==> src/rtl/pending_request_table_aging_defines.svh <==
// Assertion macros shared by the pending request table RTL.
// Included by files that carry concurrent checks; depends on nothing else.
`ifndef PENDING_REQUEST_TABLE_AGING_DEFINES_SVH
`define PENDING_REQUEST_TABLE_AGING_DEFINES_SVH

`ifndef SYNTH
// Same-cycle implication, disabled during reset.
`define PRTA_ASSERT_IMP(name, clk, rstn, ante, cons) \
    name: assert property (@(posedge clk) disable iff (!(rstn)) (ante) |-> (cons)) \
        else $error("pending_request_table_aging: check failed");
// Next-cycle implication, disabled during reset.
`define PRTA_ASSERT_NXT(name, clk, rstn, ante, cons) \
    name: assert property (@(posedge clk) disable iff (!(rstn)) (ante) |=> (cons)) \
        else $error("pending_request_table_aging: check failed");
`else
`define PRTA_ASSERT_IMP(name, clk, rstn, ante, cons)
`define PRTA_ASSERT_NXT(name, clk, rstn, ante, cons)
`endif

`endif

==> src/rtl/prta_pkg.sv <==
// Types and constants of the pending request table.
// No dependencies; imported by the top level.
package prta_pkg;

    localparam int SLOTS_DEF     = 16;
    localparam int KEY_BYTES_DEF = 8;

    localparam int OP_W       = 3;
    localparam int KEY_FULL_W = 64;
    localparam int TTL_W      = 16;
    localparam int CNT_OUT_W  = 5;
    localparam int S_TDATA_W  = 184;
    localparam int M_TDATA_W  = 192;

    typedef enum logic [OP_W-1:0] {
        OP_ADD    = 3'd0,
        OP_REMOVE = 3'd1,
        OP_POP    = 3'd2,
        OP_DROP   = 3'd3,
        OP_PRUNE  = 3'd4
    } prta_op_t;

    typedef enum logic [1:0] {
        ST_IDLE,
        ST_SCAN,
        ST_EVAL,
        ST_DONE
    } prta_state_t;

    // Per-slot payload apart from the key.
    typedef struct packed {
        logic [31:0] req_id;
        logic [31:0] addr;
        logic [15:0] port;
        logic [31:0] seen;
    } prta_info_t;

    localparam int INFO_W = $bits(prta_info_t);

endpackage

==> src/rtl/prta_ram.sv <==
// Generic single-write, single-read RAM with a registered read port.
// No dependencies; holds the slot payloads of the pending request table.
module prta_ram #(
    parameter int WIDTH = 8,
    parameter int DEPTH = 16
) (
    input  logic                                        aclk,
    input  logic                                        we,
    input  logic [((DEPTH > 1) ? $clog2(DEPTH) : 1)-1:0] waddr,
    input  logic [WIDTH-1:0]                            wdata,
    input  logic [((DEPTH > 1) ? $clog2(DEPTH) : 1)-1:0] raddr,
    output logic [WIDTH-1:0]                            rdata
);

    logic [WIDTH-1:0] mem [DEPTH];
    logic [WIDTH-1:0] rdata_reg;

    always_ff @(posedge aclk) begin
        if (we) begin
            mem[waddr] <= wdata;
        end
        rdata_reg <= mem[raddr];
    end

    assign rdata = rdata_reg;

endmodule

==> src/rtl/pending_request_table_aging.sv <==
// Channel   | Group   | Contents (lowest bit first)
// ----------+---------+-----------------------------------------------------------
// command   | s_axis  | tuser: op; tdata: node_key, req_id, peer_addr, peer_port,
//           |         |        now_time, drop_limit
// result    | m_axis  | tuser: status; tdata: removed_count, got_key, got_req_id,
//           |         |        got_addr, got_port, got_seen, occupancy
// ttl       | cfg     | cfg_we / cfg_wdata: ttl_limit (age limit in seconds)
//
// A scan command reads every slot through the one RAM read port, which feeds one
// slot per cycle to the compare unit. Drop repeats the pass until the limit or an
// empty pass. A full add, a zero drop and an unknown op skip the scan entirely.
// Reset (aresetn low, synchronous) empties the table at once; no clearing pass.
// s_tready rises with m_tvalid; a waiting result does not block the next transfer.
//
// Top level of the pending request table. Depends on prta_pkg, prta_ram and
// the assertion macros in pending_request_table_aging_defines.svh.
`include "pending_request_table_aging_defines.svh"

module pending_request_table_aging #(
    parameter int SLOTS     = prta_pkg::SLOTS_DEF,
    parameter int KEY_BYTES = prta_pkg::KEY_BYTES_DEF
) (
    input  logic                            aclk,
    input  logic                            aresetn,
    // ttl_limit
    input  logic                            cfg_we,
    input  logic [prta_pkg::TTL_W-1:0]      cfg_wdata,
    input  logic                            s_tvalid,
    output logic                            s_tready,
    // node_key[63:0], req_id[95:64], peer_addr[127:96], peer_port[143:128],
    // now_time[175:144], drop_limit[180:176], zero fill above
    input  logic [prta_pkg::S_TDATA_W-1:0]  s_tdata,
    // op[2:0]
    input  logic [prta_pkg::OP_W-1:0]       s_tuser,
    output logic                            m_tvalid,
    input  logic                            m_tready,
    // removed_count[4:0], got_key[68:5], got_req_id[100:69], got_addr[132:101],
    // got_port[148:133], got_seen[180:149], occupancy[185:181], zero fill above
    output logic [prta_pkg::M_TDATA_W-1:0]  m_tdata,
    // status[0]
    output logic                            m_tuser
);

    import prta_pkg::*;

    localparam int IDX_W  = (SLOTS > 1) ? $clog2(SLOTS) : 1;
    localparam int CNT_W  = $clog2(SLOTS + 1);
    localparam int KEY_W  = 8 * KEY_BYTES;
    localparam int WORD_W = KEY_W + INFO_W;

    // Control state.
    prta_state_t         state_reg, state_next;
    logic [SLOTS-1:0]    used_reg, used_next;
    logic [CNT_W-1:0]    count_reg, count_next;
    logic [TTL_W-1:0]    ttl_reg, ttl_next;
    logic [CNT_W-1:0]    issue_reg, issue_next;
    logic                beat_vld_reg, beat_vld_next;
    logic                hit_reg, hit_next;
    logic                free_reg, free_next;
    logic                m_tvalid_reg, m_tvalid_next;

    // Command and scan payload.
    logic [OP_W-1:0]     op_reg, op_next;
    logic [KEY_W-1:0]    key_reg, key_next;
    prta_info_t          info_reg, info_next;
    logic [4:0]          limit_reg, limit_next;
    logic [4:0]          removed_reg, removed_next;
    logic                status_reg, status_next;
    logic [IDX_W-1:0]    beat_idx_reg, beat_idx_next;
    logic [IDX_W-1:0]    hit_idx_reg, hit_idx_next;
    logic [IDX_W-1:0]    free_idx_reg, free_idx_next;
    logic [KEY_W-1:0]    best_key_reg, best_key_next;
    prta_info_t          best_info_reg, best_info_next;
    logic [M_TDATA_W-1:0] m_tdata_reg, m_tdata_next;
    logic                m_tuser_reg, m_tuser_next;

    // Table RAM ports.
    logic                ram_we;
    logic [IDX_W-1:0]    ram_waddr;
    logic [WORD_W-1:0]   ram_wdata;
    logic [WORD_W-1:0]   ram_rdata;

    // Slot under the compare unit this cycle.
    logic [KEY_W-1:0]    rd_key;
    prta_info_t          rd_info;
    logic                rd_used;
    logic [31:0]         rd_age;
    logic                issuing;
    logic                got_shown;

    prta_ram #(
        .WIDTH (WORD_W),
        .DEPTH (SLOTS)
    ) u_table (
        .aclk  (aclk),
        .we    (ram_we),
        .waddr (ram_waddr),
        .wdata (ram_wdata),
        .raddr (issue_reg[IDX_W-1:0]),
        .rdata (ram_rdata)
    );

    assign rd_key   = ram_rdata[INFO_W +: KEY_W];
    assign rd_info  = prta_info_t'(ram_rdata[INFO_W-1:0]);
    assign rd_used  = used_reg[beat_idx_reg];
    // Wrapping age: the subtraction is taken modulo 2^32 on purpose.
    assign rd_age   = info_reg.seen - rd_info.seen;
    assign issuing  = (state_reg == ST_SCAN) && (issue_reg != CNT_W'(SLOTS));
    assign got_shown = (op_reg == OP_POP) && !status_reg;

    assign s_tready = (state_reg == ST_IDLE);
    assign m_tvalid = m_tvalid_reg;
    assign m_tdata  = m_tdata_reg;
    assign m_tuser  = m_tuser_reg;

    always_comb begin
        state_next     = state_reg;
        used_next      = used_reg;
        count_next     = count_reg;
        ttl_next       = cfg_we ? cfg_wdata : ttl_reg;
        issue_next     = issue_reg;
        beat_vld_next  = issuing;
        beat_idx_next  = issue_reg[IDX_W-1:0];
        hit_next       = hit_reg;
        free_next      = free_reg;
        m_tvalid_next  = m_tvalid_reg && !m_tready;
        op_next        = op_reg;
        key_next       = key_reg;
        info_next      = info_reg;
        limit_next     = limit_reg;
        removed_next   = removed_reg;
        status_next    = status_reg;
        hit_idx_next   = hit_idx_reg;
        free_idx_next  = free_idx_reg;
        best_key_next  = best_key_reg;
        best_info_next = best_info_reg;
        m_tdata_next   = m_tdata_reg;
        m_tuser_next   = m_tuser_reg;
        ram_we         = 1'b0;
        ram_waddr      = hit_reg ? hit_idx_reg : free_idx_reg;
        ram_wdata      = {key_reg, info_reg};

        if (issuing) begin
            issue_next = issue_reg + 1'b1;
        end

        case (state_reg)
            ST_IDLE: begin
                if (s_tvalid) begin
                    // Only the low KEY_BYTES bytes of the key are kept.
                    op_next          = s_tuser;
                    key_next         = s_tdata[KEY_W-1:0];
                    info_next.req_id = s_tdata[95:64];
                    info_next.addr   = s_tdata[127:96];
                    info_next.port   = s_tdata[143:128];
                    info_next.seen   = s_tdata[175:144];
                    limit_next       = s_tdata[180:176];
                    removed_next     = '0;
                    status_next      = 1'b1;
                    issue_next       = '0;
                    hit_next         = 1'b0;
                    free_next        = 1'b0;
                    case (s_tuser)
                        OP_ADD: begin
                            // A full table refuses the add even for a present key.
                            state_next = (count_reg == CNT_W'(SLOTS)) ? ST_DONE : ST_SCAN;
                        end
                        OP_REMOVE, OP_POP, OP_PRUNE: begin
                            state_next = ST_SCAN;
                        end
                        OP_DROP: begin
                            if (s_tdata[180:176] == 5'd0) begin
                                status_next = 1'b0;
                                state_next  = ST_DONE;
                            end else begin
                                state_next = ST_SCAN;
                            end
                        end
                        default: begin
                            state_next = ST_DONE;
                        end
                    endcase
                end
            end

            ST_SCAN: begin
                if (beat_vld_reg) begin
                    case (op_reg)
                        OP_ADD, OP_REMOVE: begin
                            if (rd_used && (rd_key == key_reg) && !hit_reg) begin
                                hit_next     = 1'b1;
                                hit_idx_next = beat_idx_reg;
                            end
                            if (!rd_used && !free_reg) begin
                                free_next     = 1'b1;
                                free_idx_next = beat_idx_reg;
                            end
                        end
                        OP_POP, OP_DROP: begin
                            // Strictly older only, so ties keep the lowest slot.
                            if (rd_used && (!hit_reg || (rd_info.seen < best_info_reg.seen)))
                            begin
                                hit_next       = 1'b1;
                                hit_idx_next   = beat_idx_reg;
                                best_key_next  = rd_key;
                                best_info_next = rd_info;
                            end
                        end
                        OP_PRUNE: begin
                            if (rd_used && (rd_age > 32'(ttl_reg))) begin
                                used_next[beat_idx_reg] = 1'b0;
                                count_next   = count_reg - 1'b1;
                                removed_next = removed_reg + 1'b1;
                            end
                        end
                        default: begin
                        end
                    endcase
                    if (beat_idx_reg == IDX_W'(SLOTS - 1)) begin
                        state_next = ST_EVAL;
                    end
                end
            end

            ST_EVAL: begin
                state_next = ST_DONE;
                case (op_reg)
                    OP_ADD: begin
                        // Refresh the matching slot, else claim the lowest free one.
                        ram_we                = 1'b1;
                        used_next[ram_waddr]  = 1'b1;
                        status_next           = 1'b0;
                        if (!hit_reg) begin
                            count_next = count_reg + 1'b1;
                        end
                    end
                    OP_REMOVE, OP_POP: begin
                        if (hit_reg) begin
                            used_next[hit_idx_reg] = 1'b0;
                            count_next  = count_reg - 1'b1;
                            status_next = 1'b0;
                        end
                    end
                    OP_DROP: begin
                        status_next = 1'b0;
                        if (hit_reg) begin
                            used_next[hit_idx_reg] = 1'b0;
                            count_next   = count_reg - 1'b1;
                            removed_next = removed_reg + 1'b1;
                            if ((removed_reg + 5'd1) < limit_reg) begin
                                issue_next = '0;
                                hit_next   = 1'b0;
                                state_next = ST_SCAN;
                            end
                        end
                    end
                    OP_PRUNE: begin
                        status_next = 1'b0;
                    end
                    default: begin
                    end
                endcase
            end

            ST_DONE: begin
                if (!m_tvalid_reg || m_tready) begin
                    m_tvalid_next          = 1'b1;
                    m_tuser_next           = status_reg;
                    m_tdata_next           = '0;
                    m_tdata_next[4:0]      = removed_reg;
                    m_tdata_next[185:181]  = CNT_OUT_W'(count_reg);
                    if (got_shown) begin
                        m_tdata_next[68:5]    = KEY_FULL_W'(best_key_reg);
                        m_tdata_next[100:69]  = best_info_reg.req_id;
                        m_tdata_next[132:101] = best_info_reg.addr;
                        m_tdata_next[148:133] = best_info_reg.port;
                        m_tdata_next[180:149] = best_info_reg.seen;
                    end
                    state_next = ST_IDLE;
                end
            end

            default: begin
                state_next = ST_IDLE;
            end
        endcase
    end

    always_ff @(posedge aclk) begin
        if (!aresetn) begin
            state_reg    <= ST_IDLE;
            used_reg     <= '0;
            count_reg    <= '0;
            ttl_reg      <= TTL_W'(30);
            issue_reg    <= '0;
            beat_vld_reg <= 1'b0;
            hit_reg      <= 1'b0;
            free_reg     <= 1'b0;
            m_tvalid_reg <= 1'b0;
        end else begin
            state_reg    <= state_next;
            used_reg     <= used_next;
            count_reg    <= count_next;
            ttl_reg      <= ttl_next;
            issue_reg    <= issue_next;
            beat_vld_reg <= beat_vld_next;
            hit_reg      <= hit_next;
            free_reg     <= free_next;
            m_tvalid_reg <= m_tvalid_next;
        end
    end

    always_ff @(posedge aclk) begin
        op_reg        <= op_next;
        key_reg       <= key_next;
        info_reg      <= info_next;
        limit_reg     <= limit_next;
        removed_reg   <= removed_next;
        status_reg    <= status_next;
        beat_idx_reg  <= beat_idx_next;
        hit_idx_reg   <= hit_idx_next;
        free_idx_reg  <= free_idx_next;
        best_key_reg  <= best_key_next;
        best_info_reg <= best_info_next;
        m_tdata_reg   <= m_tdata_next;
        m_tuser_reg   <= m_tuser_next;
    end

    // The occupancy counter must track the valid bits exactly.
    `PRTA_ASSERT_IMP(a_count_matches_used, aclk, aresetn, 1'b1, $countones(used_reg) == int'(count_reg))
    `PRTA_ASSERT_IMP(a_count_bounded, aclk, aresetn, 1'b1, count_reg <= CNT_W'(SLOTS))
    // A slot only reaches the compare unit while a scan is running.
    `PRTA_ASSERT_IMP(a_beat_in_scan, aclk, aresetn, beat_vld_reg, state_reg == ST_SCAN)
    // A command transfer always starts work.
    `PRTA_ASSERT_NXT(a_accept_leaves_idle, aclk, aresetn, s_tvalid && s_tready, state_reg != ST_IDLE)

endmodule
==> config.mk <==
export PLATFORM = sky130hd
export DESIGN_NAME = pending_request_table_aging
export DESIGN_NICKNAME = d
export VERILOG_FILES = /design/src/rtl/prta_pkg.sv /design/src/rtl/prta_ram.sv /design/src/rtl/pending_request_table_aging.sv
export VERILOG_INCLUDE_DIRS = /design/src /design/src/rtl
export SDC_FILE = /design/constraint.sdc
export NUM_CORES = 2
export LEC_CHECK = 0
export ABC_AREA = 1
export BUFFER_PORTS_ARGS = -buffer_cell sky130_fd_sc_hd__buf_2
export CAP_MARGIN = 20
export CORE_MARGIN = 2
export CORE_UTILIZATION = 25
export CTS_BUF_LIST = sky130_fd_sc_hd__clkbuf_4 sky130_fd_sc_hd__clkbuf_8 sky130_fd_sc_hd__clkbuf_16
export DETAILED_ROUTE_END_ITERATION = 10
export PLACE_DENSITY = 0.43
export SLEW_MARGIN = 0
export SYNTH_ARGS = -nofsm -noshare
export SYNTH_HDL_FRONTEND = slang
export SYNTH_SLANG_ARGS = --single-unit
export TNS_END_PERCENT = 20
==> constraint.sdc <==
create_clock -name aclk -period 19.45 [get_ports aclk]
set_input_delay 3.89 -clock aclk [delete_from_list [all_inputs] [get_ports aclk]]
set_output_delay 3.89 -clock aclk [all_outputs]
set_load 0.05 [all_outputs]
==> Yosys cells after proc, flatten, opt, wreduce, memory -nomap -nowiden <==
Memories as Yosys holds them, arrays and structs flattened. A register that Yosys moved wholly into a read port is not among the register bits.
Cells that the tools add are included.
{ "word_totals": {"romBits": 0, "memories": 1, "latch_bits": 0, "in_bits": 208, "reg_bits": 613, "ramBits": 2816} }
{ "classes": {"n_reduce_logical": 46, "bitwise": 5, "mux": 74, "n_eq_ne": 35, "n_shift": 0, "div_mod_pow": 0, "addsub": 5, "multipliers": 0, "order_cmp": 9} }
{ "memory_table": {"columns": ["memory", "depth", "width", "rd", "rd_clocked_by_memory_dff", "write_ports", "line_no", "text"], "rows": [
  ["u_table.mem", 16, 176, 1, 1, 1, "prta_ram.sv:15", "logic [WIDTH-1:0] mem [DEPTH];"]
]} }
{ "ops": {"columns": ["cell", "count"], "rows": [
  ["$mux W5", 16],
  ["$eq A64 B64 Y1", 1],
  ["$mux W16", 4],
  ["$pmux W16 S2", 2],
  ["$and A16 B16 Y16", 2],
  ["$gt A32 B16 Y1", 1],
  ["$lt A32 B32 Y1", 1],
  ["$not A16 Y16", 2],
  ["$sub A32 B32 Y32", 1],
  ["$pmux W5 S2", 3],
  ["$mux W1", 24],
  ["$reduce_and A7 Y1", 3],
  ["$mux W2", 9],
  ["$or A16 B16 Y16", 1],
  ["$reduce_and A4 Y1", 4],
  ["$add A5 B1 Y5 const B", 3],
  ["$lt A4 B5 Y1 const B", 3],
  ["$ne A3 B3 Y1 const B", 5],
  ["$pmux W5 S3", 1],
  ["$ne A2 B2 Y1 const B", 7],
  ["$demux W1 S4", 3],
  ["$eq A3 B2 Y1 const B", 4],
  ["$ge A4 B1 Y1 const B", 3],
  ["$mux W4", 3],
  ["other kinds (31)", 68]
]} }

==> Depth between registers and ports, before layout <==
{ "depth": {"word_depth": 10, "depth_mapped": 28, "depth_no_buf": 28} }

==> Hierarchy <==
From an unflattened synthesis, not the netlist that was laid out.
{ "unflattened": {"hier_cells": 13039, "area_unflattened_um2": 146395.4} }
{ "by_module_without_submodules": {"columns": ["mod", "instances", "cells_per_inst", "area_per_inst_um2"], "rows": [
  ["prta_ram", 1, 10696, 120229.1],
  ["pending_request_table_aging", 1, 2343, 26166.3]
]} }

==> Least setup slack after synthesis <==
No wires, ideal clock.
{ "synth_timing": {"path_type": "register to register", "from": "register best_info_reg[17] (netlist bit)", "to": "register best_info_reg[0] (netlist bit) (enable)", "period_less_slack_ps": 14070, "n_path_buf": 0, "path_stages_with_launch": 12, "slack_ps": 5380, "arrival_time_ps": 13141, "required_ps": 18522, "path_cell_list": "edfxtp_1 -> inv_1 -> ha_1 -> a21oi_1 -> o21ai_0 -> nand2_1 -> o311ai_0 -> a21oi_1 -> nand2_1 -> nand2_1 -> nand2_1 -> nor3_1"} }
{ "synth_between": {"elab_chain_len": 4} }
{ "synth_lines": {"columns": ["item", "line_no", "text"], "rows": [
  ["from (decl)", "pending_request_table_aging.sv:73", "prta_info_t best_info_reg, best_info_next;"],
  ["from (signal assigned)", "pending_request_table_aging.sv:324", "best_info_reg <= best_info_next;"],
  ["$lt A32 B32 Y1", "pending_request_table_aging.sv:201", "if (rd_used && (!hit_reg || (rd_info.seen < best_info_reg.seen)))"],
  ["$logic_or A1 B1 Y1", "pending_request_table_aging.sv:201", null],
  ["$logic_and A1 B1 Y1", "pending_request_table_aging.sv:201", null],
  ["$reduce_and A4 Y1 (no line)", null, null]
]} }
No other way between the ends.
A chain may end at the register's enable or synchronous reset.

==> results.json <==
{
  "comb_power_share_pct": 16.9,
  "grt_max_degree": 214,
  "cp-start-kind": "flop",
  "ios": 403,
  "whs_endpoint": "best_info_reg[71]",
  "vdd_drop_max_uv": 76.5,
  "area_delta_synth_final_pct": 17.5,
  "hp-start": "u_table.rdata[71]",
  "gp_congestion": 0.797,
  "intPower_uw": 14800,
  "dp_cells": 17300,
  "coreArea_um2": 545000,
  "yosysWarningCount": 0,
  "finClkSkew_ns": 0.100,
  "worst-path-max-fanout": 105,
  "dp_hpwl_um": 221000,
  "syn_avg_cell_area_um2": 13.6,
  "grt_pass1_wl_um": 607000,
  "syn_area_um2": 137000,
  "reg2reg_slack_ns": 13.19,
  "drtIter0Drc": 7605,
  "post-route-period-util_pct": 32.2,
  "worst_pin_slew_ns": 1.25,
  "status": "finished, final reports clean",
  "arrival_ns": 7.21,
  "timing.rr.start": "issue_reg[1]",
  "synthFlopType": "edfxtp_1",
  "synth_edf_count": 3377,
  "hold_violations": 0,
  "rsz0062_at_grt": "false",
  "largest_register_ffs": 2816,
  "cts_buffer_depth": 4,
  "grtUsageTotal_pct": 14.9,
  "io_buffers": 393,
  "first_pass_iters": 6,
  "die_x_um": 744,
  "placed_cell_area_um2": 147000,
  "cts.htree.levels": 5,
  "reg2reg_depth": 10,
  "ctsResizeCount": 0,
  "ys_types": 50,
  "routedWlPerCell_um": 23.8,
  "reg2reg_to": "u_table.rdata[99]",
  "vias_per_cell": 4.63,
  "cts_tree": "done",
  "ys_seq_area_share_pct": 77.3,
  "crit_type": "flop to flop",
  "antenna_found_initial": 45,
  "setup-violations-final": 0,
  "fin_crit_ns": 6.26,
  "async_flop_share_pct": 0,
  "vias": 83500,
  "worst_setup_path_end_kind": "flop",
  "maxSlewViolCount": 0,
  "fillCellCount": 55300,
  "stdcell_count": 18000,
  "power_frac_clock_pct": 36.8,
  "required_ns": 20.40,
  "min_path_cells": 0,
  "ant_nets": 0,
  "fin_nets": 10800,
  "cts_made_buffers": 403,
  "fmax_ghz": 0.160,
  "cts.hold.buffers_added": 0,
  "holdWs_ns": 0.375,
  "max_cap_violations": 0,
  "path_clk_slew_ns": 0.06,
  "worstSkewPairLatency_ns": 1.03,
  "fin_util_pct": 29.5,
  "seqPwrFrac_pct": 46.3,
  "dieHeight_um": 744,
  "dieArea_um2": 554000,
  "fin_area_um2": 161000,
  "grt-ovfl-total": 0,
  "post_cts_buffers": 0,
  "p_per_area_nw_per_um2": 131,
  "relSlewSlack_pct": 16.8,
  "syn_inst": 10100,
  "grt_pass1_vias": 81200,
  "wirelength_um": 429000,
  "min_path_type": "flop to flop",
  "cts_num_sinks": 3605,
  "start_util_pct": 25.1,
  "std_cell_rows": 271,
  "power_switching_uw": 6420,
  "post-route-drc-count": 0,
  "p_leak_uw": 0.0538,
  "ys_ff_latch": 3605,
  "power_switching_share_pct": 30.3,
  "finalSetupTns_ns": 0,
  "clockRootBuffer": "clkbuf_16",
  "drive_above_1_share_pct": 12.1
}
[kinds of logic after synthesis]
group,synth area share (%)
DFF,77.3
and+or+nand+nor,8.40
AOI/OAI and AO/OA,10.2
buffers and inverters,2.94
adders and majority gates,0.855
xor gates and xnor gates,0.249
other,0.00274
[area by class of cell]
| type | instances | area [um^2] | area share, % |
|---|---|---|---|
| antenna | 6 | 15.0 | 0.00932 |
| clock buffer | 541 | 11400 | 7.05 |
| clock inverter | 209 | 2240 | 1.39 |
| inverter | 449 | 1730 | 1.07 |
| multi-input combinational | 5436 | 27200 | 16.9 |
| sequential | 3605 | 106000 | 65.8 |
| tap | 7234 | 9050 | 5.62 |
| timing repair buffer | 560 | 3430 | 2.13 |
[cell usage in the layout, fill, tap and decap left out, drive strengths merged, types with 19 or more instances in the layout]
master / n
a21oi: 99
buf: 560
bufinv: 30
clkbuf: 541
clkinv: 152
dfxtp: 228
edfxtp: 3377
ha: 92
inv: 463
nand2: 724
nand3: 351
nor2: 1747
nor3: 19
o211ai: 64
o21ai: 1470
o221ai: 307
o22ai: 426
xor2: 25
[synth_stat cells (3+ instances only)]
library cell	instances	area (um^2)
o21ai_0	1469	7350
nand2_2	5	31.3
nor2_1	1743	6540
a31oi_1	4	25.0
nand3b_1	18	135
o22ai_1	426	2670
buf_4	6	45.0
o21bai_1	3	22.5
a211oi_1	11	82.6
buf_2	5	25.0
nor2_2	4	25.0
nor3_1	18	90.1
a22oi_1	8	60.1
edfxtp_1	3377	101000
xor2_1	25	219
buf_1	38	143
and2_1	6	37.5
nand3_1	351	1760
xnor2_1	14	123
a21oi_1	98	490
nor4_1	4	25.0
a221oi_1	3	26.3
dfxtp_1	228	4560
inv_2	3	11.3
ha_1	92	1150
buf_6	4	45.0
a22o_1	5	43.8
nand2_4	3	33.8
o221ai_1	307	2690
or2_2	3	18.8
clkbuf_1	555	2080
nand2_1	716	2690
clkinv_1	4	15.0
o211ai_1	64	480
nand4_1	15	93.8
inv_1	442	1660
[power groups by stage]
stage / combinational (uW) / clock, uW / sequential (uW)
finish: 3590 / 7790 / 9800
global route: 4050 / 8310 / 9870
CTS: 3630 / 8000 / 9820
detailed placement: 3620 / 0 / 9970
global placement: 3640 / 0 / 9980
floorplan: 2370 / 0 / 9810
[critical path, cell delays in order, from the launching register on]
cell and delay, ns:
dfxtp_4 0.62, inv_8 0.69, buf_4 0.72, buf_4 0.84, buf_4 0.80, buf_4 0.76, buf_4 0.68, o21ai_0 0.19
o221ai_1 0.22, o211ai_1 0.15, nand3_1 0.14
[worst max-delay path by stage]
| stage | endpoint | startpoint | cells after the start |
|---|---|---|---|
| after floorplan | best_info_reg[0] | best_info_reg[17] | 11 |
| after global placement | m_tdata[124] | m_tready | 6 |
| after detailed placement | m_tdata[121] | m_tready | 6 |
| after CTS | u_table.rdata[99] | issue_reg[1] | 10 |
| after global routing | u_table.rdata[86] | issue_reg[1] | 10 |
| final | u_table.rdata[99] | issue_reg[1] | 10 |
[metrics by stage]
stage	setup slack, ns	power, uW
finish	13.19	21200
detailed placement	12.43	13600
global route	12.89	22200
CTS	13.12	21400
global placement	12.42	13600
floorplan	5.38	12200
[layer usage]
metal	vias up	global-route usage [%]	routed length, um
met2	2105	23.7	195000
li1	38000	-	-
met5	-	0	33
met1	42900	21.6	204000
met4	6	3.11	8450
met3	514	2.21	21700
Note: power is estimated with default switching activity, not from simulation.
